## config.mk

```make
export PLATFORM = sky130hd
export DESIGN_NAME = pba_front
export DESIGN_NICKNAME = d
export VERILOG_FILES = /design/src/hw/rtl/pba_pkg.sv /design/src/hw/rtl/pba_front.sv
export SDC_FILE = /design/constraint.sdc
export NUM_CORES = 1
export LEC_CHECK = 0
export BUFFER_PORTS_ARGS = -buffer_cell sky130_fd_sc_hd__buf_2
export CORE_MARGIN = 2
export CORE_UTILIZATION = 57
export CTS_CLUSTER_DIAMETER = 100
export DETAILED_ROUTE_END_ITERATION = 6
export HOLD_SLACK_MARGIN = 0.02
export PLACE_DENSITY = 0.81
export RECOVER_POWER = 25
export SKIP_CTS_REPAIR_TIMING = 1
export SKIP_LAST_GASP = 1
export SLEW_MARGIN = 30
export SYNTH_ARGS = -nofsm -noshare
export SYNTH_HDL_FRONTEND = slang
export SYNTH_SLANG_ARGS = --single-unit
```

## constraint.sdc

```tcl
create_clock -name clk -period 13.6 [get_ports clk]
set_clock_uncertainty 0.2 [all_clocks]
set_input_delay 2.04 -clock clk [delete_from_list [all_inputs] [get_ports clk]]
set_output_delay 2.04 -clock clk [all_outputs]
set_load 0.01 [all_outputs]
```

## src/hw/rtl/pba_pkg.sv

```systemverilog
// Package for the packed bit-field array: sizes, command codes, register indexes and
// the structs passed between the front end, the operation queue and the back end.
// No dependencies.
`timescale 1ns / 1ps
`default_nettype none

package pba_pkg;

	// Store geometry.
	localparam int WORD_COUNT = 1024;
	localparam int WORD_AW    = (WORD_COUNT > 1) ? $clog2(WORD_COUNT) : 1;
	localparam int BANK_DEPTH = (WORD_COUNT + 1) / 2;
	localparam int BANK_AW    = (BANK_DEPTH > 1) ? $clog2(BANK_DEPTH) : 1;

	// Field widths.
	localparam int VALUE_W    = 32;
	localparam int INDEX_W    = 16;
	localparam int BPV_W      = 6;
	localparam int ECNT_W     = 17;
	localparam int POS_W      = 22;
	localparam int CFG_IDX_W  = 2;
	localparam int CFG_DATA_W = 17;

	// Configuration register indexes.
	localparam logic [CFG_IDX_W-1:0] REG_BITS_PER_VALUE = 2'd0;
	localparam logic [CFG_IDX_W-1:0] REG_ENTRY_COUNT    = 2'd1;

	typedef enum logic [1:0] {
		CMD_READ    = 2'd0,
		CMD_OR      = 2'd1,
		CMD_REPLACE = 2'd2,
		CMD_CLEAR   = 2'd3
	} cmd_t;

	// A classified operation, ready for the back end.
	typedef struct packed {
		cmd_t               cmd;
		logic               err;
		logic [WORD_AW-1:0] word;
		logic [5:0]         off;
		logic               straddle;
		logic [VALUE_W-1:0] mask;
		logic [VALUE_W-1:0] val;
	} op_t;

	// Status of the operation queue.
	typedef struct packed {
		logic full;
		logic empty;
	} qstat_t;

endpackage

`default_nettype wire

```

## src/hw/rtl/pba_front.sv

```systemverilog
// Front end of the packed bit-field array: configuration registers, input transfer and
// a two-stage classifier (bit position, range check, word split). Depends on pba_pkg.
`timescale 1ns / 1ps
`default_nettype none

module pba_front (
	input  wire                             clk,
	input  wire                             arst_n,
	input  wire                             push,
	output logic                            full,
	input  wire  [1:0]                      cmd,
	input  wire  [pba_pkg::INDEX_W-1:0]     index,
	input  wire  [pba_pkg::VALUE_W-1:0]     value,
	input  wire                             cfg_valid,
	output logic                            cfg_ready,
	input  wire  [pba_pkg::CFG_IDX_W-1:0]   cfg_index,
	input  wire  [pba_pkg::CFG_DATA_W-1:0]  cfg_data,
	input  wire                             init_busy,
	input  pba_pkg::qstat_t                 qstat,
	output logic                            q_push,
	output pba_pkg::op_t                    q_op
);
	import pba_pkg::*;

	logic [BPV_W-1:0]   bpv_q;
	logic [ECNT_W-1:0]  ecnt_q;

	logic [BPV_W-1:0]   w_eff;
	logic [VALUE_W-1:0] mask_eff;
	logic               accept;

	logic               valid_s1;
	cmd_t               cmd_s1;
	logic [POS_W-1:0]   pos_s1;
	logic [BPV_W-1:0]   w_s1;
	logic [VALUE_W-1:0] mask_s1;
	logic [VALUE_W-1:0] val_s1;
	logic               ierr_s1;

	logic [POS_W-1:0]   last;
	logic               advance;

	// Configuration writes are always taken.
	assign cfg_ready = 1'b1;

	always_ff @(posedge clk or negedge arst_n) begin
		if (!arst_n) begin
			bpv_q  <= BPV_W'(1);
			ecnt_q <= '0;
		end else if (cfg_valid) begin
			case (cfg_index)
				REG_BITS_PER_VALUE: bpv_q  <= cfg_data[BPV_W-1:0];
				REG_ENTRY_COUNT:    ecnt_q <= cfg_data[ECNT_W-1:0];
				default:            ;
			endcase
		end
	end

	// Effective width: zero acts as one, anything above 32 acts as 32.
	always_comb begin
		if (bpv_q == '0) begin
			w_eff = BPV_W'(1);
		end else if (bpv_q > BPV_W'(VALUE_W)) begin
			w_eff = BPV_W'(VALUE_W);
		end else begin
			w_eff = bpv_q;
		end
		mask_eff = VALUE_W'((33'(1) << w_eff) - 33'(1));
	end

	// The first stage moves on whenever the queue has room; a new item may enter then.
	assign advance = valid_s1 && !qstat.full;
	assign full    = (valid_s1 && qstat.full) || init_busy;
	assign accept  = push && !full;

	always_ff @(posedge clk or negedge arst_n) begin
		if (!arst_n) begin
			valid_s1 <= 1'b0;
		end else if (accept) begin
			valid_s1 <= 1'b1;
		end else if (advance) begin
			valid_s1 <= 1'b0;
		end
	end

	// Stage one: bit position product and the entry count check.
	always_ff @(posedge clk) begin
		if (accept) begin
			cmd_s1  <= cmd_t'(cmd);
			pos_s1  <= POS_W'(index) * POS_W'(w_eff);
			w_s1    <= w_eff;
			mask_s1 <= mask_eff;
			val_s1  <= value & mask_eff;
			ierr_s1 <= ECNT_W'(index) >= ecnt_q;
		end
	end

	// Stage two: store bound check, word index, offset and straddle.
	assign last   = pos_s1 + POS_W'(w_s1) - POS_W'(1);
	assign q_push = advance;

	always_comb begin
		q_op.cmd      = cmd_s1;
		q_op.err      = (cmd_s1 != CMD_CLEAR)
		                && (ierr_s1 || (32'(last >> 6) >= 32'(WORD_COUNT)));
		q_op.word     = WORD_AW'(pos_s1 >> 6);
		q_op.off      = pos_s1[5:0];
		q_op.straddle = (7'(pos_s1[5:0]) + 7'(w_s1)) > 7'd64;
		q_op.mask     = mask_s1;
		q_op.val      = val_s1;
	end

endmodule

`default_nettype wire

```

==> After elaboration in Yosys (flattened, before gate mapping) <==
Cells that the tools add are included.
{ "totals": {"wordCells": 39, "out_inout_bits": 87, "inputBits": 76, "register_bits": 119} }
{ "op_classes": {"n_reduce_logical": 13, "n_mux": 4, "mul": 1, "eq_ne": 2, "n_addsub": 4, "magnitude_cmp": 4, "bitwise": 1, "n_shift": 1} }
{ "op_table": {"columns": ["cell", "n"], "rows": [
  ["32-bit bitwise AND", 1],
  ["1-bit by 6-bit << shifter with 32-bit output (first input constant)", 1],
  ["32-bit by 2-bit subtractor with 32-bit output (second input constant)", 1],
  ["22-bit by 6-bit adder with 22-bit output", 1],
  ["16-bit by 6-bit multiplier with 22-bit output", 1],
  ["22-bit by 1-bit subtractor with 22-bit output (second input constant)", 1],
  ["16-bit by 17-bit >= comparator with 1-bit output", 1],
  ["16-bit by 11-bit >= comparator with 1-bit output (second input constant)", 1],
  ["6-bit 2-to-1 mux", 2],
  ["6-bit by 6-bit adder with 7-bit output", 1],
  ["7-bit greater-than comparator (second input constant)", 1],
  ["6-bit greater-than comparator (second input constant)", 1],
  ["6-bit logical NOT", 1],
  ["1-bit logical AND", 4],
  ["2-bit AND reduction", 2],
  ["2-bit by 1-bit equality test with 1-bit output (second input constant)", 1],
  ["1-bit logical NOT", 2],
  ["2-bit logical NOT", 1],
  ["1-bit logical OR", 2],
  ["1-bit 2-to-1 mux", 2],
  ["2-bit != test (second input constant)", 1],
  ["2-bit nonzero test", 1]
]} }

==> Depth between registers and ports, before layout <==
{ "depth": {"word_depth": 6, "ltp_mapped": 23, "depth_no_buf": 20} }

==> Worst setup path after synthesis <==
Ideal clock, no wire load.
{ "synth_timing": {"path_type": "input-to-reg", "startpoint": "in index[4] in the netlist's numbering", "endpoint": "reg pos_s1[20] (data pin)", "arrival_ns": 5.510, "stages": 15, "required_ns": 13.142, "path_slack_ns": 7.632, "setup_time_ns": 0.258, "path_buffers": 0, "cell_sequence": "and2_1 fa_1 fa_1 inv_1 fa_1 inv_1 ha_1 a21oi_1 nor2_1 a211oi_1 a31oi_1 a2111oi_0 o21bai_1 a21oi_1 xnor2_1"} }
{ "synth_between": {"elab_chain_cells": 1} }
{ "synth_lines": {"columns": ["item", "line_no", "rtl"], "rows": [
  ["start, declared", "pba_front.sv:12", "input wire [pba_pkg::INDEX_W-1:0] index,"],
  ["16-bit by 6-bit multiplier with 22-bit output", "pba_front.sv:90", "pos_s1 <= POS_W'(index) * POS_W'(w_eff);"],
  ["end signal, assigned", "pba_front.sv:90", null],
  ["end, declared", "pba_front.sv:34", "logic [POS_W-1:0] pos_s1;"]
]} }
No other way between the ends.
A chain may end at the register's enable or synchronous reset.

==> Final worst setup path <==
{ "layout_timing": {"startpoint": "reg bpv_q[5]", "endpoint": "reg pos_s1[21] (data pin)"} }
{ "layout_between": {"elab_chain_cells": 4, "elab_cells_between_ends": 5, "classes_between": "mul: 1; order compare: 1; mux: 2; reduce/logical: 1"} }
{ "layout_lines": {"columns": ["item", "line_no", "rtl"], "rows": [
  ["start, declared", "pba_front.sv:25", "logic [BPV_W-1:0] bpv_q;"],
  ["start signal, assigned", "pba_front.sv:52", "REG_BITS_PER_VALUE: bpv_q <= cfg_data[BPV_W-1:0];"],
  ["6-bit greater-than comparator", "pba_front.sv:63", "end else if (bpv_q > BPV_W'(VALUE_W)) begin"],
  ["6-bit 2-to-1 mux", "pba_front.sv:63", null],
  ["6-bit 2-to-1 mux *", "pba_front.sv:61", "if (bpv_q == '0) begin"],
  ["16-bit by 6-bit multiplier with 22-bit output *", "pba_front.sv:90", null]
]} }
Mark *: on every way between the ends. The rest lies on a longest branch, timed or not.

==> flow_metrics.tcl <==
set metrics [dict create \
    gp_congestion 0.9086 \
    wl_um 18720 \
    port_buffers 160 \
    core_area_sq_mm 0.01577 \
    worstRegToRegCells 18 \
    pin_count 163 \
    p_leak_nw 4.987 \
    fin_crit_sh_pct 49.21 \
    slowest_stage "clkbuf_1" \
    violations "capacitance limit, slew limit" \
    syn_inst 876 \
    dp_hpwl_um 14320 \
    ant_nets 0 \
    start_util_pct 58.06 \
    antenna_found_initial 0 \
    die_h_um 130.7 \
    cts_buffer_depth 2 \
    seq_area_sq_mm 0.003455 \
    finalSetupViolCount 0 \
    fin_ws_ps 6907 \
    max_cap_viol_count 1 \
    synth-seq-cells 119 \
    die_w_um 130.7 \
    worstPathArrival_ps 6670 \
    viasPerCell 5.351 \
    h-tree-depth 4 \
    critPathMaxStageDelay_ps 740 \
    antenna_cells 0 \
    grt_max_degree 70 \
    crit_required_ps 13570 \
    wl_met1_um 7886 \
    syn_to_final_growth_pct 15.15 \
    final_nets 1230 \
    ys_async_sr_fraction_pct 20.17 \
    drt-pass1-iter-count 5 \
    hold_path.class "reg -> reg" \
    yosysSeqAreaShare_pct 37.73 \
    cp-start-kind "flip-flop" \
    r2r_slack_ps 6910 \
    crit_chain "clkbuf_1 > or2_0 > inv_1 > and2_1 > fa_1 > inv_1 > fa_1 > fa_1 > inv_1 > ha_1 > nor2b_1 > o31a_1 > o31ai_1 > a31oi_1 > a21o_1 > nor4_2 > o21ai_0 > and3_1" \
    pre_cts_slack_ps 7132 \
    dr_wl_met2_um 9226 \
    fin_crit_ps 6693 \
    vias 6673 \
    grt_pass1_wl_um 29590 \
    fill_cells 1261 \
    crit_family "adder cells" \
    rows 46 \
    drt_iter0_markers 554 \
    cp-end-kind "flip-flop" \
    ys_warn_count 0 \
    ys.flop_type "edfxtp_1" \
    netlist_area_sq_mm 0.009156 \
    min_from "ecnt_q[9]" \
    ir_drop_uv 79.04 \
    grt_setup_unrepaired "no" \
    cp_num_buf_inv 4 \
    slew_headroom_pct -27.27 \
    total_power_w 0.001723 \
    outcome "finished, violations left" \
    synth_edf_count 95 \
    syn_area_per_cell_sq_um 10.45 \
    wl_met3_um 1348 \
    grt_overflow 0 \
    yosysUniqueCellTypes 62 \
    clkTransAtPathRegs_ps 60 \
    tns_ps 0 \
    hold_viol_final 0 \
    clk_latency_ps 420 \
    grt_pass1_vias 6265 \
    p_per_area_mw_per_mm2 163.4 \
    crit_type "reg -> reg" \
    whs_ps 303.3 \
    crit_fanout 20 \
    drive_gt1_share_pct 22.02 \
    multiInputGateArea_sq_mm 0.004940 \
    fmax_ghz 0.1494 \
    root_buffer "clkbuf_16" \
    avgRoutedWirePerCell_um 15.01 \
    clock_sinks 119 \
    dieArea_sq_mm 0.01709 \
    cts_inserted_buffers 17 \
    cts_tree "built" \
    hold_depth 1 \
    r2r-start "bpv_q[5]" \
    r2r_end "pos_s1[21]" \
    grt_use_total_pct 22.22 \
    topRoutingLayerUsed "met4" \
    worstHoldEndpoint "ecnt_q[9]" \
    drc 0 \
    worstMarginPinSlew_ps 1908 \
    drv_slew 29 \
]
[layout by cell type (no fill, tap or decap), types with 23 or more instances in the layout]
cell,n
a21oi_1,25
and2_1,92
buf_2,158
dfrtp_1,23
edfxtp_1,95
fa_1,57
ha_1,79
inv_1,140
mux2_2,23
nand2_1,53
nor2_1,32
o21ai_0,27
xnor2_1,23
[how the worst max path moves through the flow]
stage          startpoint          to  slack (ps)  cells after the start
2_1_floorplan    index[4]  pos_s1[20]        7630                     15
3_3_place_gp     index[3]  pos_s1[21]        7160                     16
3_5_place_dp     index[3]  pos_s1[21]        7130                     16
4_1_cts          bpv_q[5]  pos_s1[20]        7540                     18
5_1_grt          bpv_q[5]  pos_s1[21]        6590                     18
6_report         bpv_q[5]  pos_s1[21]        6910                     18
[kinds of logic (layout without fill, tap and decap cells)]
group,after synthesis,count (layout),share of synthesized area [%]
flip-flops,119,119,37.73
other,1,3,0.04096
buffers and inverters,184,337,8.349
adder cells (fa/ha/maj),136,136,23.26
multiplexers,29,29,3.539
AND/OR/NAND/NOR,255,255,15.17
AO/OA/AOI/OAI,123,123,9.142
XOR/XNOR,29,29,2.774
[layout make-up]
| type | count | area share, % |
|---|---|---|
| multi-input combinational | 575 | 46.85 |
| sequential | 119 | 32.76 |
| timing repair buffer | 165 | 7.891 |
| inverter | 140 | 4.984 |
| clock buffer | 20 | 4.236 |
| tap | 216 | 2.563 |
| clock inverter | 12 | 0.7120 |
[report_power, final]
part	switching, W	total [W]	internal (W)
Sequential	0.0000385	0.000517	0.000478
Combinational	0.000451	0.000804	0.000353
Clock	0.000165	0.000402	0.000236
[sequential cells by signal (all words and copies together), names as in the netlist]
signal,cells
bpv_q,6
cmd_s1,2
ecnt_q,17
ierr_s1,1
mask_s1,32
pos_s1,22
val_s1,32
valid_s1,1
w_s1,6
[cell usage after synthesis (2+ instances only)]
cell / instances / area share, %
nor2_1: 32 / 1.3
o21a_1: 7 / 0.57
nor2b_1: 10 / 0.68
nand2b_1: 10 / 0.68
dfrtp_1: 23 / 6.3
or3_1: 4 / 0.27
o21ai_0: 27 / 1.5
fa_1: 57 / 12
nor3b_1: 2 / 0.16
and3_1: 4 / 0.27
ha_1: 79 / 11
mux2_2: 23 / 2.8
o21bai_1: 4 / 0.33
and2_1: 97 / 6.6
a211o_1: 3 / 0.29
a21oi_1: 25 / 1.4
buf_2: 5 / 0.27
a2111oi_0: 4 / 0.38
edfxtp_1: 95 / 31
clkbuf_1: 21 / 0.86
nand2_1: 53 / 2.2
o41ai_1: 2 / 0.19
xor2_1: 6 / 0.57
a21boi_1: 2 / 0.16
nor4_2: 3 / 0.41
xnor2_1: 23 / 2.2
inv_1: 139 / 5.7
nand4_1: 4 / 0.27
o21ai_1: 3 / 0.16
mux2i_1: 5 / 0.55
a21o_1: 19 / 1.6
a32oi_1: 2 / 0.19
a31oi_1: 5 / 0.34
buf_4: 18 / 1.5
a31o_2: 2 / 0.19
nor3_1: 8 / 0.44
a211oi_1: 6 / 0.49
nand3_1: 15 / 0.82
nor4_1: 5 / 0.34
o22ai_1: 2 / 0.14
[worst reg2reg max path: cells and delay by family, from the launching register on]
family,cells,cell delay (ps)
fa+ha+maj,4,1840
simple gates,5,1290
compound gates,5,1140
buf+inv,4,1260
flops,1,700
[stage by stage]
stage	cell area (sq um)	cells	utilization, %
5_1_grt	10540	1247	66.86
6_report	10540	1247	66.86
3_3_place_gp	10040	1215	63.65
4_1_cts	10560	1247	66.98
3_5_place_dp	10040	1215	63.67
2_1_floorplan	9164	878	-
[per-layer routing]
| metal | track usage [%] | vias to the layer above |
|---|---|---|
| met5 | 0 | - |
| met4 | 8.323 | 0 |
| met3 | 4.967 | 18 |
| met2 | 35.66 | 242 |
| met1 | 29.85 | 3214 |
| li1 | - | 3199 |
Power figures use the tool's default switching activity.
