### config.mk
export PLATFORM = sky130hd
export DESIGN_NAME = pba_op_queue
export DESIGN_NICKNAME = d
export VERILOG_FILES = /design/src/hw/rtl/pba_pkg.sv /design/src/hw/rtl/pba_op_queue.sv
export SDC_FILE = /design/constraint.sdc
export NUM_CORES = 1
export LEC_CHECK = 0
export ABC_AREA = 1
export BUFFER_PORTS_ARGS = -buffer_cell sky130_fd_sc_hd__buf_2
export CORE_MARGIN = 8
export CORE_UTILIZATION = 52
export CTS_CLUSTER_DIAMETER = 30
export DETAILED_ROUTE_END_ITERATION = 10
export GPL_TIMING_DRIVEN = 0
export PLACE_DENSITY = 0.87
export SLEW_MARGIN = 20
export SYNTH_ARGS = -nofsm -noshare
export SYNTH_HDL_FRONTEND = slang
export SYNTH_SLANG_ARGS = --single-unit
### constraint.sdc
create_clock -name clk -period 5.7 [get_ports clk]
set_input_delay 0.285 -clock clk [delete_from_list [all_inputs] [get_ports clk]]
set_output_delay 0.285 -clock clk [all_outputs]
set_load 0.02 [all_outputs]
### src/hw/rtl/pba_pkg.sv
// Package for the packed bit-field array: sizes, command codes, register indexes and
// the structs passed between the front end, the operation queue and the back end.
// No dependencies.
`timescale 1ns / 1ps
`default_nettype none

package pba_pkg;

	// Store geometry.
	localparam int WORD_COUNT = 1024;
	localparam int WORD_AW    = (WORD_COUNT > 1) ? $clog2(WORD_COUNT) : 1;
	localparam int BANK_DEPTH = (WORD_COUNT + 1) / 2;
	localparam int BANK_AW    = (BANK_DEPTH > 1) ? $clog2(BANK_DEPTH) : 1;

	// Field widths.
	localparam int VALUE_W    = 32;
	localparam int INDEX_W    = 16;
	localparam int BPV_W      = 6;
	localparam int ECNT_W     = 17;
	localparam int POS_W      = 22;
	localparam int CFG_IDX_W  = 2;
	localparam int CFG_DATA_W = 17;

	// Configuration register indexes.
	localparam logic [CFG_IDX_W-1:0] REG_BITS_PER_VALUE = 2'd0;
	localparam logic [CFG_IDX_W-1:0] REG_ENTRY_COUNT    = 2'd1;

	typedef enum logic [1:0] {
		CMD_READ    = 2'd0,
		CMD_OR      = 2'd1,
		CMD_REPLACE = 2'd2,
		CMD_CLEAR   = 2'd3
	} cmd_t;

	// A classified operation, ready for the back end.
	typedef struct packed {
		cmd_t               cmd;
		logic               err;
		logic [WORD_AW-1:0] word;
		logic [5:0]         off;
		logic               straddle;
		logic [VALUE_W-1:0] mask;
		logic [VALUE_W-1:0] val;
	} op_t;

	// Status of the operation queue.
	typedef struct packed {
		logic full;
		logic empty;
	} qstat_t;

endpackage

`default_nettype wire

### src/hw/rtl/pba_op_queue.sv
// Two-entry queue of classified operations between the front end and the back end.
// Depends on pba_pkg.
`timescale 1ns / 1ps
`default_nettype none

module pba_op_queue (
	input  wire             clk,
	input  wire             arst_n,
	input  wire             q_push,
	input  pba_pkg::op_t    q_op,
	input  wire             q_pop,
	output pba_pkg::op_t    q_head,
	output pba_pkg::qstat_t qstat
);
	import pba_pkg::*;

	op_t        entry_q [2];
	logic       wr_ptr_q;
	logic       rd_ptr_q;
	logic [1:0] cnt_q;
	logic       do_push;
	logic       do_pop;

	assign qstat.full  = cnt_q == 2'd2;
	assign qstat.empty = cnt_q == 2'd0;
	assign do_push     = q_push && !qstat.full;
	assign do_pop      = q_pop && !qstat.empty;
	assign q_head      = entry_q[rd_ptr_q];

	// Pointers and fill count.
	always_ff @(posedge clk or negedge arst_n) begin
		if (!arst_n) begin
			wr_ptr_q <= 1'b0;
			rd_ptr_q <= 1'b0;
			cnt_q    <= 2'd0;
		end else begin
			if (do_push) begin
				wr_ptr_q <= !wr_ptr_q;
			end
			if (do_pop) begin
				rd_ptr_q <= !rd_ptr_q;
			end
			if (do_push && !do_pop) begin
				cnt_q <= cnt_q + 2'd1;
			end else if (do_pop && !do_push) begin
				cnt_q <= cnt_q - 2'd1;
			end
		end
	end

	// Entry storage.
	always_ff @(posedge clk) begin
		if (do_push) begin
			entry_q[wr_ptr_q] <= q_op;
		end
	end

endmodule

`default_nettype wire

# ---- After elaboration in Yosys (flattened, before gate mapping)
# Memories as Yosys holds them, arrays and structs flattened.
# Index checks and enable logic that the tools add are counted.
dict set report totals {
  in_bits 88
  output_inout_bits 86
  wordCells 23
  reg_bits 4
  mem_bits_rw 168
  n_memories 1
}
# name words word_bits rd rd_clocked_by_memory_dff write_ports line
set mem_list {}
lappend mem_list {entry_q 2 84 1 0 1 pba_op_queue.sv:17} ;# op_t entry_q [2];
dict set report classes {
  addsub 2
  reduce_logical 12
  eq_ne 1
  n_mux 4
}
# cell count
set ops {}
lappend ops {{$logic_not 1->1} 6}
lappend ops {{$logic_and 1x1->1} 4}
lappend ops {{$mux 2} 2}
lappend ops {{$add 2x1->2 const B} 1}
lappend ops {{$eq 2x2->1 const B} 1}
lappend ops {{$logic_not 2->1} 1}
lappend ops {{$mux 1} 2}
lappend ops {{$reduce_bool 2->1} 1}
lappend ops {{$sub 2x1->2 const B} 1}

# ---- Depth between registers and ports, before layout
# Gate-level depths: netlist of the first run.
dict set report logic_depth {
  word_depth 7
  mapped_depth 9
  mapped_depth_nobuf 9
}

# ---- Worst setup path after synthesis of the first run
# OpenSTA, ideal clock, no wires.
dict set report synth_path {
  kind {register to register}
  startpoint {reg cnt_q[1]}
  endpoint {mem entry_q[1][0] (netlist bit) (enable)}
  arrival_ps 4070
  path_buffers 0
  period_less_slack_ps 4597
  setup_time_ps 527
  t_required_ps 5173
  path_slack_ps 1103
  path_stages_with_launch 4
  path_cell_list {dfrtp_1 > inv_1 > o21ai_0 > nor2_1}
}
dict set report synth_via {
  elab_chain_len 5
}
# item line
set synth_lines {}
lappend synth_lines {{start, declared} pba_op_queue.sv:20} ;# logic [1:0] cnt_q;
lappend synth_lines {{start signal, assigned} pba_op_queue.sv:44} ;# cnt_q <= cnt_q + 2'd1;
lappend synth_lines {{start signal, assigned} pba_op_queue.sv:46} ;# cnt_q <= cnt_q - 2'd1;
lappend synth_lines {{$eq 2x2->1} pba_op_queue.sv:24} ;# assign qstat.full = cnt_q == 2'd2;
lappend synth_lines {{$logic_not 1->1} pba_op_queue.sv:26} ;# assign do_push = q_push && !qstat.full;
lappend synth_lines {{$logic_and 1x1->1} pba_op_queue.sv:26}
lappend synth_lines {{$mux 1} pba_op_queue.sv:53} ;# if (do_push) begin
lappend synth_lines {{$mux 1 (implied by the code)} pba_op_queue.sv:54} ;# entry_q[wr_ptr_q] <= q_op;
lappend synth_lines {{end, declared} pba_op_queue.sv:17}
# No other way between the ends.

# ---- Final worst setup path of the first run
dict set report layout_path {
  startpoint {reg cnt_q[1]}
  endpoint {mem entry_q[1][51] (netlist bit) (enable)}
}
# The elaborated chain is that of the path after synthesis.

==> impl_table.tex, run 1 <==
\begin{tabular}{lr}
\hline
Metric & Value \\
\hline
\multicolumn{2}{l}{\textbf{Status}} \\
\quad Result of the run & complete, no violations \\
\multicolumn{2}{l}{\textbf{GRT}} \\
\quad Initial antenna violation count & 0 \\
\quad Number of global-route vias before repair & 4345 \\
\quad GRT Util Overall & 16.96\% \\
\quad Pin count of the biggest net entering global routing & 48 \\
\quad Total grt overflow & 0 \\
\quad Wire length of the first global-routing pass & 20950 um \\
\multicolumn{2}{l}{\textbf{Floorplan}} \\
\quad Die W & 126.6 um \\
\quad I/O pin count & 174 \\
\quad Number of core rows & 40 \\
\quad Floorplan core area & 0.01196 sq mm \\
\quad Total die area & 0.01603 sq mm \\
\quad Initial core utilization & 53.20\% \\
\quad Vertical die dimension & 126.6 um \\
\multicolumn{2}{l}{\textbf{Hold path}} \\
\quad HP Class & input port to flip-flop \\
\quad Number of cells on the worst hold path & 1 \\
\multicolumn{2}{l}{\textbf{Synth}} \\
\quad Largest area contributor in the synthesized netlist & sky130\_fd\_sc\_hd\_\_edfxtp\_1 \\
\quad Post-Synthesis Net Count & 560 \\
\quad Post-Syn Area per Cell & 13.51 sq um \\
\quad Number of flip-flops and latches in the synthesized netlist & 172 \\
\quad Part of the Yosys area used for sequential elements & 80.85\% \\
\quad Area share of the largest cell type after synthesis & 79.28\% \\
\quad Cell types occupying the most area after synthesis & sky130\_fd\_sc\_hd\_\_edfxtp\_1 (79\%), sky130\_fd\_sc\_hd\_\_nand2\_1 (15\%), sky130\_fd\_sc\_hd\_\_dfrtp\_1 (1.6\%), sky130\_fd\_sc\_hd\_\_buf\_6 (1.2\%), sky130\_fd\_sc\_hd\_\_buf\_2 (0.79\%) \\
\quad Count of different cell masters after synthesis & 15 \\
\quad Synthesized instance count & 471 \\
\quad Total standard cell area after synthesis & 0.006364 sq mm \\
\quad Synth Warn \# & 0 \\
\multicolumn{2}{l}{\textbf{Timing}} \\
\quad Final number of max-transition violations & 0 \\
\quad Aggregate negative setup slack & 0 ps \\
\quad Final worst path period share & 36.20\% \\
\quad Max-slew headroom & 49.92\% \\
\quad Final Critical Period & 2063 ps \\
\quad Hold Vio Cnt, Final & 0 \\
\quad Unrepaired setup endpoints after global routing & false \\
\quad Layout Skew & 7.434 ps \\
\quad Worst-margin pin slew & 749.5 ps \\
\quad Setup-violating endpoint count in the final report & 0 \\
\quad Achievable Freq & 484.7 MHz \\
\multicolumn{2}{l}{\textbf{Route}} \\
\quad DRC Markers & 0 \\
\quad Detailed-route wire length per cell & 16.42 um \\
\quad Number of violations reported at the end of detailed-routing iteration 0 & 224 \\
\quad Via count & 4136 \\
\quad Remaining antenna violation count after routing & 0 \\
\quad Average vias per placed instance & 4.995 \\
\quad First-pass iteration count of the detailed router & 4 \\
\quad Total detailed-routing wirelength & 13590 um \\
\multicolumn{2}{l}{\textbf{Cells and area}} \\
\quad Ant diodes & 0 \\
\quad Fill cells & 826 \\
\quad Final net count & 757 \\
\quad Layout cells sized above 1 & 33.48\% \\
\quad Commonest cells after routing, fill and taps aside & sky130\_fd\_sc\_hd\_\_nand2\_1 (261), sky130\_fd\_sc\_hd\_\_buf\_2 (183), sky130\_fd\_sc\_hd\_\_edfxtp\_1 (168) \\
\quad Final Instance Count excl. Fillers & 828 \\
\quad Area of the multi-input gates & 0.001052 sq mm \\
\quad FF+latch area & 0.005145 sq mm \\
\quad Utilization after layout & 67.62\% \\
\quad Leading cell type in the layout, fill and taps excluded & sky130\_fd\_sc\_hd\_\_nand2\_1 \\
\quad Area growth, synth to finish & 27.09\% \\
\multicolumn{2}{l}{\textbf{Power and ir drop}} \\
\quad Switching fraction of total power & 37.37\% \\
\quad Static Leakage & 3.530 nW \\
\quad Combinational cell fraction of total power & 36.8\% \\
\quad Sw power & 0.001692 W \\
\quad Largest vdd supply drop & 0.3072 mV \\
\quad Clock group share of total power & 23.5\% \\
\quad Internal Power & 0.002836 W \\
\quad Power Density & 559.9 mW/mm\^{}2 \\
\quad Post-route total power & 0.004528 W \\
\quad Sequential Power Share & 39.7\% \\
\multicolumn{2}{l}{\textbf{CTS}} \\
\quad Maximum number of buffers from clock root to sink & 2 \\
\quad Clk slew on worst S/H paths & 70 ps \\
\quad CTS tree & done \\
\quad Worst skew pair latency & 420 ps \\
\quad Number of buffers inserted during clock tree synthesis & 17 \\
\quad CTS HTree Levels & 4 \\
\quad TritonCTS Sinks & 172 \\
\quad CTS root buffer & sky130\_fd\_sc\_hd\_\_clkbuf\_16 \\
\quad Post-CTS sizing & 0 \\
\quad Post-CTS Setup Bufs & 0 \\
\multicolumn{2}{l}{\textbf{Worst setup path}} \\
\quad Required time of the worst setup path & 5830 ps \\
\quad Crit Path Max Fanout & 21 \\
\quad Worst EP arrival & 2190 ps \\
\quad Worst r2r path cells & 5 \\
\quad Startpoint kind of the worst setup timing path & flip-flop \\
\quad Endpoint type of the worst setup path & flip-flop \\
\quad Setup Crit Path Kind & flip-flop to flip-flop \\
\multicolumn{2}{l}{\textbf{Place}} \\
\quad Placed wire-length estimate & 9692 um \\
\quad Cells after DPL & 795 \\
\quad IO Port Bufs & 173 \\
\quad Routability Congestion & 0.7533 \\
\multicolumn{2}{l}{\textbf{Job}} \\
\quad Number of maximum-capacitance violations & 0 \\
\hline
\end{tabular}
[registers in the layout, indices dropped and copies added (netlist names)]
register and flops:
wr_ptr_q 1, cnt_q 2, entry_q 168, rd_ptr_q 1
[worst max-delay path, stage by stage, from the launching register on]
cell and delay [ps]:
sky130_fd_sc_hd__dfrtp_1 420, sky130_fd_sc_hd__inv_1 110, sky130_fd_sc_hd__o21ai_0 170, sky130_fd_sc_hd__nor2_4 620, sky130_fd_sc_hd__buf_16 250, sky130_fd_sc_hd__buf_16 170
[kinds of logic (layout without fill, tap and decap cells)]
group / Yosys count / after routing / share of synthesized area (%)
adders and majority gates: 1 / 1 / 0.1966
and+or+nand+nor: 268 / 268 / 15.93
xor gates and xnor gates: 1 / 1 / 0.1377
DFF: 172 / 172 / 80.85
buffers and inverters: 27 / 237 / 2.733
AOI/OAI and AO/OA: 2 / 2 / 0.1573
[through the flow]
step / area [sq um] / hold WS (ps) / setup WS, ps
final: 8088 / 48.87 / 3637
after global routing: 8088 / 32.10 / 3540
after CTS: 8088 / 34.21 / 3625
after detailed placement: 7526 / 99.16 / 3636
after global placement: 7413 / 92.10 / -457.9
after floorplan: 6364 / -10.59 / 1103
[cells in the mapped netlist]
cell type and n:
sky130_fd_sc_hd__nand3b_1 1, sky130_fd_sc_hd__nor2_1 4, sky130_fd_sc_hd__inv_2 1, sky130_fd_sc_hd__nand3_1 1, sky130_fd_sc_hd__buf_2 10, sky130_fd_sc_hd__buf_6 7, sky130_fd_sc_hd__xnor2_1 1, sky130_fd_sc_hd__o21ai_0 2
sky130_fd_sc_hd__ha_1 1, sky130_fd_sc_hd__edfxtp_1 168, sky130_fd_sc_hd__nand4_1 1, sky130_fd_sc_hd__nand2_1 261, sky130_fd_sc_hd__dfrtp_1 4, sky130_fd_sc_hd__buf_4 2, sky130_fd_sc_hd__inv_1 7
[repair_timing]
item / in CTS / in global routing
endpoints found under the hold margin: 4 / 0
hold buffers: 1 / 0
setup endpoints to repair: 0 / 0
[cell type report]
| type | instances | area share (%) |
|---|---|---|
| flip-flops and latches | 172 | 63.61 |
| multi-input cells | 272 | 13.01 |
| plain buffers | 19 | 1.779 |
| clock buffers | 18 | 5.306 |
| well taps | 147 | 2.274 |
| repair buffers | 178 | 12.10 |
| inverters | 8 | 0.4022 |
| clock inverters | 14 | 1.516 |
[power by group through the flow]
stage          clock, W  combinational (W)  sequential, W
3_5_place_dp          0            0.00169        0.00182
5_1_grt         0.00113            0.00182        0.00182
6_report        0.00106            0.00167        0.00180
3_3_place_gp          0            0.00157        0.00185
2_1_floorplan         0            0.00105        0.00183
4_1_cts         0.00108            0.00170        0.00180
[metal layers]
layer / wire length, um / part of all wire [%] / GRT usage, %
met1: 5028 / 37 / 17.49
met2: 7099 / 52 / 30.13
met3: 1188 / 8.7 / 6.452
met4: 276 / 2.0 / 7.360
met5: 0 / 0 / 0
[path summary, 6_finish.rpt]
| path | start | end | slack (ps) |
|---|---|---|---|
| min | q_op[59] | entry_q[0][59] | 50 |
| max | cnt_q[1] | entry_q[1][51] | 3640 |
| max in group asynchronous | arst_n | wr_ptr_q | 5350 |
| min in group asynchronous | arst_n | rd_ptr_q | 220 |
| min reg2reg | wr_ptr_q | wr_ptr_q | 520 |
| max reg2reg | cnt_q[1] | entry_q[1][51] | 3640 |
Power figures use the tool's default switching activity.
==> run 2, diff against run 1 <==
ABC_AREA = 0   (was 1)
PLACE_DENSITY = 0.88   (was 0.87)
clock period = 2.2 ns   (was 5.7 ns; I/O delays follow)
==> impl_table.tex, run 2 <==
\begin{tabular}{lr}
\hline
Metric & Value \\
\hline
\multicolumn{2}{l}{\textbf{Cells and area}} \\
\quad Final standard cell area without fillers & 0.008935 sq mm \\
\quad Final net count & 650 \\
\quad Area of the multi-input gates & 0.001062 sq mm \\
\quad Commonest cells after routing, fill and taps aside & sky130\_fd\_sc\_hd\_\_buf\_2 (176), sky130\_fd\_sc\_hd\_\_edfxtp\_1 (168), sky130\_fd\_sc\_hd\_\_dlygate4sd3\_1 (85) \\
\quad Ant diodes & 0 \\
\quad Fill cells & 661 \\
\quad Registers with the most flip-flops & entry\_q: 168 flops, cnt\_q: 2 flops \\
\quad Flip-flop count of the largest register after layout & 168 \\
\quad Largest reg by FF count & entry\_q \\
\quad Area growth, synth to finish & 42.59\% \\
\quad Leading cell type in the layout, fill and taps excluded & sky130\_fd\_sc\_hd\_\_buf\_2 \\
\quad Utilization after layout & 75.01\% \\
\quad FF+latch area & 0.005145 sq mm \\
\quad Layout cells sized above 1 & 43.98\% \\
\multicolumn{2}{l}{\textbf{GRT}} \\
\quad Total grt overflow & 0 \\
\quad Number of global-route vias before repair & 4079 \\
\quad Pin count of the biggest net entering global routing & 46 \\
\quad Initial antenna violation count & 0 \\
\quad GRT Util Overall & 18.66\% \\
\quad Wire length of the first global-routing pass & 22430 um \\
\multicolumn{2}{l}{\textbf{Timing}} \\
\quad Layout Skew & 11.29 ps \\
\quad Unrepaired setup endpoints after global routing & false \\
\quad Max-slew headroom & 56.60\% \\
\quad Final worst path period share & 90.52\% \\
\quad Final number of max-transition violations & 0 \\
\quad Worst-margin pin slew & 649.4 ps \\
\quad Final setup slack of the worst path & 208.6 ps \\
\quad Final Critical Period & 1991 ps \\
\quad Achievable Freq & 502.2 MHz \\
\quad Hold Vio Cnt, Final & 0 \\
\quad Aggregate negative setup slack & 0 ps \\
\quad Setup-violating endpoint count in the final report & 0 \\
\multicolumn{2}{l}{\textbf{Place}} \\
\quad Placed wire-length estimate & 8613 um \\
\quad IO Port Bufs & 173 \\
\quad Post-detailed-placement cell area & 0.007431 sq mm \\
\quad Routability Congestion & 0.7030 \\
\quad Minimum setup slack after placement & 241.5 ps \\
\multicolumn{2}{l}{\textbf{Floorplan}} \\
\quad I/O pin count & 174 \\
\quad Initial core utilization & 52.61\% \\
\quad Die W & 125.8 um \\
\quad Number of core rows & 40 \\
\quad Total die area & 0.01582 sq mm \\
\quad Vertical die dimension & 125.8 um \\
\quad Floorplan core area & 0.01191 sq mm \\
\multicolumn{2}{l}{\textbf{Power and ir drop}} \\
\quad Largest vdd supply drop & 0.8850 mV \\
\quad Power Density & 1326 mW/mm\^{}2 \\
\quad Post-route total power & 0.01185 W \\
\quad Static Leakage & 3.435 nW \\
\multicolumn{2}{l}{\textbf{Synth}} \\
\quad Total standard cell area after synthesis & 0.006266 sq mm \\
\quad Largest area contributor in the synthesized netlist & sky130\_fd\_sc\_hd\_\_edfxtp\_1 \\
\quad Count of different cell masters after synthesis & 16 \\
\quad Post-synth ARST share & 2.326\% \\
\quad Synth Warn \# & 0 \\
\quad Synthesized instance count & 280 \\
\quad Area share of the largest cell type after synthesis & 80.51\% \\
\quad Post-Synthesis Net Count & 369 \\
\quad EDFF count, synth & 168 \\
\quad Most frequent cell after synthesis & sky130\_fd\_sc\_hd\_\_edfxtp\_1 \\
\quad Part of the Yosys area used for sequential elements & 82.11\% \\
\quad Number of flip-flops and latches in the synthesized netlist & 172 \\
\quad List of most frequent post-synthesis cells & sky130\_fd\_sc\_hd\_\_edfxtp\_1 (168), sky130\_fd\_sc\_hd\_\_mux2\_1 (50), sky130\_fd\_sc\_hd\_\_mux2\_2 (34) \\
\quad Cell types occupying the most area after synthesis & sky130\_fd\_sc\_hd\_\_edfxtp\_1 (81\%), sky130\_fd\_sc\_hd\_\_mux2\_1 (9.0\%), sky130\_fd\_sc\_hd\_\_mux2\_2 (6.1\%), sky130\_fd\_sc\_hd\_\_dfrtp\_1 (1.6\%), sky130\_fd\_sc\_hd\_\_buf\_6 (0.90\%) \\
\quad Post-Syn Area per Cell & 22.38 sq um \\
\quad Most frequently used flop master after synthesis & sky130\_fd\_sc\_hd\_\_edfxtp\_1 \\
\multicolumn{2}{l}{\textbf{Worst setup path}} \\
\quad Endpoint type of the worst setup path & flip-flop \\
\quad Worst EP arrival & 2120 ps \\
\quad Chain of cells forming the critical path & nand2b\_4, nand2\_4, nor2\_4, buf\_12, buf\_16 \\
\quad Setup Crit Path Kind & flip-flop to flip-flop \\
\quad Crit Path Max Fanout & 24 \\
\quad Biggest cell delay along the critical path & 530 ps \\
\quad Worst-path cell with the longest stage delay & sky130\_fd\_sc\_hd\_\_nor2\_4 \\
\quad Required time of the worst setup path & 2320 ps \\
\quad Startpoint kind of the worst setup timing path & flip-flop \\
\multicolumn{2}{l}{\textbf{CTS}} \\
\quad Worst skew pair latency & 420 ps \\
\quad Number of buffers inserted during clock tree synthesis & 17 \\
\quad Clk slew on worst S/H paths & 70 ps \\
\quad CTS tree & done \\
\quad CTS root buffer & sky130\_fd\_sc\_hd\_\_clkbuf\_16 \\
\quad TritonCTS Sinks & 172 \\
\quad Maximum number of buffers from clock root to sink & 2 \\
\quad CTS HTree Levels & 4 \\
\multicolumn{2}{l}{\textbf{Route}} \\
\quad Total detailed-routing wirelength & 14470 um \\
\quad Via count & 3599 \\
\quad Remaining antenna violation count after routing & 0 \\
\quad First-pass iteration count of the detailed router & 4 \\
\quad Number of violations reported at the end of detailed-routing iteration 0 & 242 \\
\quad Detailed-route wire length per cell & 20.09 um \\
\quad DRC Markers & 0 \\
\quad Average vias per placed instance & 4.999 \\
\multicolumn{2}{l}{\textbf{Status}} \\
\quad Result of the run & complete, no violations \\
\multicolumn{2}{l}{\textbf{Job}} \\
\quad Number of maximum-capacitance violations & 0 \\
\multicolumn{2}{l}{\textbf{Hold path}} \\
\quad HP Class & input port to flip-flop \\
\hline
\end{tabular}
run 2: cell count changes after synthesis, moves of 2 or more:
cell	previous run	this run
sky130_fd_sc_hd__nand2_1	261	1
sky130_fd_sc_hd__mux2_1	0	50
sky130_fd_sc_hd__buf_2	10	3
sky130_fd_sc_hd__buf_6	7	5
sky130_fd_sc_hd__inv_1	7	2
sky130_fd_sc_hd__mux2_2	0	34
sky130_fd_sc_hd__xnor2_1	1	3
sky130_fd_sc_hd__xor2_1	0	2
run 2: logic make-up after synthesis:
| family | count (synthesis) | synth area share (%) |
|---|---|---|
| flops | 172 | 82.11 |
| mux | 84 | 15.10 |
| buf+inv | 11 | 1.378 |
| simple gates | 6 | 0.4394 |
| xor+xnor | 5 | 0.6990 |
| compound gates | 1 | 0.07980 |
| fa+ha+maj | 1 | 0.1996 |
run 2: worst paths after layout:
path,start,end,slack (ps),cells past startpoint
min reg2reg,cnt_q[0],cnt_q[0],580,1
max in group asynchronous,arst_n,rd_ptr_q,2010,2
max reg2reg,cnt_q[0],entry_q[0][16],210,5
min in group asynchronous,arst_n,cnt_q[0],40,2
min,q_push,wr_ptr_q,20,3
max,cnt_q[0],entry_q[0][16],210,5
run 2: per-layer routing:
metal | up-vias | global-route usage, % | wire length [um]
li1 | 1671 | - | -
met1 | 1778 | 19.85 | 5454
met2 | 132 | 33.85 | 7844
met3 | 18 | 6.456 | 958
met4 | 0 | 6.299 | 208
met5 | - | 0 | 0
run 2: timing repair:
action                    in CTS  in global routing
setup buffers                  0                  0
gates resized for setup        0                  0
hold endpoints to repair     172                  0
hold buffers                  85                  0
run 2: layout make-up:
class,instances,share of cell area [%]
clock inverters,12,2.465
repair buffers,262,20.19
multi-input cells,97,11.89
well taps,147,2.059
plain buffers,9,0.8822
clock buffers,19,4.845
inverters,2,0.08402
flip-flops and latches,172,57.58
run 2: worst max-delay path: cells and delay by family, from the launching register on:
kind                   cells  cell delay [ps]
AND/OR/NAND/NOR            3              790
buffers and inverters      2              460
flip-flops                 1              440
run 2: report_power, final:
| part | switching, W | internal (W) | leakage [nW] | total, W |
|---|---|---|---|---|
| clock | 0.00115 | 0.00212 | 0.307 | 0.00327 |
| sequential | 0.000216 | 0.00448 | 1.61 | 0.00469 |
| combinational | 0.00236 | 0.00153 | 1.52 | 0.00389 |
| total | 0.00373 | 0.00812 | 3.43 | 0.0118 |
run 2: metrics by stage:
step           hold slack, ps  instances
2_1_floorplan          -185.6        280
3_3_place_gp           -83.80        600
3_5_place_dp           -69.64        604
4_1_cts                0.4999        720
5_1_grt                 14.82        720
6_report                19.01        720
==> run 3, diff against run 2 <==
CTS_BUF_LIST = sky130_fd_sc_hd__clkbuf_16   (was unset)
==> impl_table.tex, run 3 (synthesis gave the netlist of run 2 again) <==
\begin{tabular}{lr}
\hline
Metric & Value \\
\hline
\multicolumn{2}{l}{\textbf{Status}} \\
\quad Result of the run & complete, no violations \\
\multicolumn{2}{l}{\textbf{Timing}} \\
\quad Hold Vio Cnt, Final & 0 \\
\quad Setup-violating endpoint count in the final report & 0 \\
\quad Unrepaired setup endpoints after global routing & false \\
\quad Final worst path period share & 90.31\% \\
\quad Worst-margin pin slew & 640.5 ps \\
\quad Aggregate negative setup slack & 0 ps \\
\quad Layout Skew & 11.88 ps \\
\quad Final number of max-transition violations & 0 \\
\quad Final Hold Slack & 20.29 ps \\
\quad Achievable Freq & 503.3 MHz \\
\quad Final Critical Period & 1987 ps \\
\quad Max-slew headroom & 57.20\% \\
\multicolumn{2}{l}{\textbf{Place}} \\
\quad Post-detailed-placement cell area & 0.007431 sq mm \\
\quad IO Port Bufs & 173 \\
\quad Cells after DPL & 604 \\
\quad Placed wire-length estimate & 8613 um \\
\quad Routability Congestion & 0.7030 \\
\multicolumn{2}{l}{\textbf{Cells and area}} \\
\quad Area of the multi-input gates & 0.001062 sq mm \\
\quad FF+latch area & 0.005145 sq mm \\
\quad Final standard cell area without fillers & 0.008935 sq mm \\
\quad Largest reg by FF count & entry\_q \\
\quad Registers with the most flip-flops & entry\_q: 168 flops, cnt\_q: 2 flops \\
\quad Final Instance Count excl. Fillers & 720 \\
\quad Area growth, synth to finish & 42.59\% \\
\quad Commonest cells after routing, fill and taps aside & sky130\_fd\_sc\_hd\_\_buf\_2 (176), sky130\_fd\_sc\_hd\_\_edfxtp\_1 (168), sky130\_fd\_sc\_hd\_\_dlygate4sd3\_1 (85) \\
\quad Final net count & 650 \\
\quad Leading cell type in the layout, fill and taps excluded & sky130\_fd\_sc\_hd\_\_buf\_2 \\
\quad Fill cells & 661 \\
\quad Ant diodes & 0 \\
\quad Flip-flop count of the largest register after layout & 168 \\
\quad Layout cells sized above 1 & 43.98\% \\
\multicolumn{2}{l}{\textbf{Power and ir drop}} \\
\quad Combinational cell fraction of total power & 32.8\% \\
\quad Internal Power & 0.008114 W \\
\quad Static Leakage & 3.443 nW \\
\quad Largest vdd supply drop & 0.8887 mV \\
\quad Sequential Power Share & 39.6\% \\
\quad Post-route total power & 0.01184 W \\
\quad Clock group share of total power & 27.5\% \\
\quad Sw power & 0.003727 W \\
\quad Power Density & 1325 mW/mm\^{}2 \\
\quad Switching fraction of total power & 31.47\% \\
\multicolumn{2}{l}{\textbf{Floorplan}} \\
\quad Die W & 125.8 um \\
\quad Vertical die dimension & 125.8 um \\
\quad I/O pin count & 174 \\
\quad Initial core utilization & 52.61\% \\
\quad Total die area & 0.01582 sq mm \\
\quad Floorplan core area & 0.01191 sq mm \\
\quad Number of core rows & 40 \\
\multicolumn{2}{l}{\textbf{CTS}} \\
\quad Worst skew pair latency & 420 ps \\
\quad TritonCTS Sinks & 172 \\
\quad Number of buffers inserted during clock tree synthesis & 17 \\
\quad CTS tree & done \\
\quad Clk slew on worst S/H paths & 70 ps \\
\quad Maximum number of buffers from clock root to sink & 2 \\
\quad CTS HTree Levels & 4 \\
\quad CTS root buffer & sky130\_fd\_sc\_hd\_\_clkbuf\_16 \\
\multicolumn{2}{l}{\textbf{Route}} \\
\quad Remaining antenna violation count after routing & 0 \\
\quad Via count & 3616 \\
\quad DRC Markers & 0 \\
\quad First-pass iteration count of the detailed router & 4 \\
\quad Detailed-route wire length per cell & 20.13 um \\
\quad Average vias per placed instance & 5.022 \\
\quad Number of violations reported at the end of detailed-routing iteration 0 & 274 \\
\quad Total detailed-routing wirelength & 14490 um \\
\multicolumn{2}{l}{\textbf{Hold path}} \\
\quad HP Class & input port to flip-flop \\
\multicolumn{2}{l}{\textbf{GRT}} \\
\quad GRT Util Overall & 18.66\% \\
\quad Number of global-route vias before repair & 4079 \\
\quad Pin count of the biggest net entering global routing & 46 \\
\quad Initial antenna violation count & 0 \\
\quad Wire length of the first global-routing pass & 22430 um \\
\quad Total grt overflow & 0 \\
\multicolumn{2}{l}{\textbf{Worst setup path}} \\
\quad Startpoint kind of the worst setup timing path & flip-flop \\
\quad Required time of the worst setup path & 2320 ps \\
\quad Crit Path Max Fanout & 24 \\
\quad Setup Crit Path Kind & flip-flop to flip-flop \\
\quad Worst EP arrival & 2110 ps \\
\quad Endpoint type of the worst setup path & flip-flop \\
\multicolumn{2}{l}{\textbf{Job}} \\
\quad Number of maximum-capacitance violations & 0 \\
\hline
\end{tabular}
run 3: cell count changes in the layout (fill, tap and decap cells not counted), sizes merged:
cell	previous run	this run
inv	2	4
clkbuf	19	17
run 3: cell type report:
type	count	share of cell area [%]
sequential	172	57.58
timing repair buffer	262	20.19
multi-input combinational	97	11.89
clock buffer	17	4.761
clock inverter	14	2.549
tap	147	2.059
buffer	9	0.8822
inverter	2	0.08402
run 3: through the flow:
step | worst slack [ps] | utilization (%)
final | 213.1 | 75.01
after global routing | 109.5 | 75.01
after CTS | 227.0 | 75.01
after detailed placement | 241.5 | 62.38
after global placement | -675.7 | 61.62
after floorplan | -86.67 | -
run 3: power groups by stage:
stage	clock network (W)	logic, W	registers [W]
final	0.00326	0.00388	0.00469
after global routing	0.00343	0.00414	0.00475
after CTS	0.00330	0.00390	0.00468
after detailed placement	0	0.00376	0.00475
after global placement	0	0.00356	0.00473
after floorplan	0	0.00248	0.00469
run 3: critical path: stages (launching register included):
cell,delay (ps)
sky130_fd_sc_hd__dfrtp_1,440
sky130_fd_sc_hd__nand2b_4,190
sky130_fd_sc_hd__nand2_4,70
sky130_fd_sc_hd__nor2_4,520
sky130_fd_sc_hd__buf_12,280
sky130_fd_sc_hd__buf_16,180
run 3: repair_timing:
| item | CTS | global route |
|---|---|---|
| buffers inserted | 0 | 0 |
| endpoints found under the setup margin | 0 | 0 |
| hold endpoints to repair | 172 | 0 |
| resized for setup | 0 | 0 |
| hold buffers | 85 | 0 |
run 3: layer usage:
| layer | GRT usage [%] | up-vias | part of all wire [%] |
|---|---|---|---|
| met3 | 6.456 | 19 | 6.6 |
| met2 | 33.85 | 129 | 54 |
| li1 | - | 1670 | - |
| met4 | 6.299 | 0 | 1.5 |
| met1 | 19.85 | 1798 | 38 |
| met5 | 0 | - | 0 |
run 3: worst paths after layout:
| path | cells after the start | slack, ps | end | from |
|---|---|---|---|---|
| max | 5 | 210 | entry_q[0][16] | cnt_q[0] |
| min | 3 | 20 | wr_ptr_q | q_push |
| max reg2reg | 5 | 210 | entry_q[0][16] | cnt_q[0] |
| min reg2reg | 1 | 580 | cnt_q[0] | cnt_q[0] |
| max in group asynchronous | 2 | 2010 | rd_ptr_q | arst_n |
| min in group asynchronous | 2 | 40 | cnt_q[0] | arst_n |
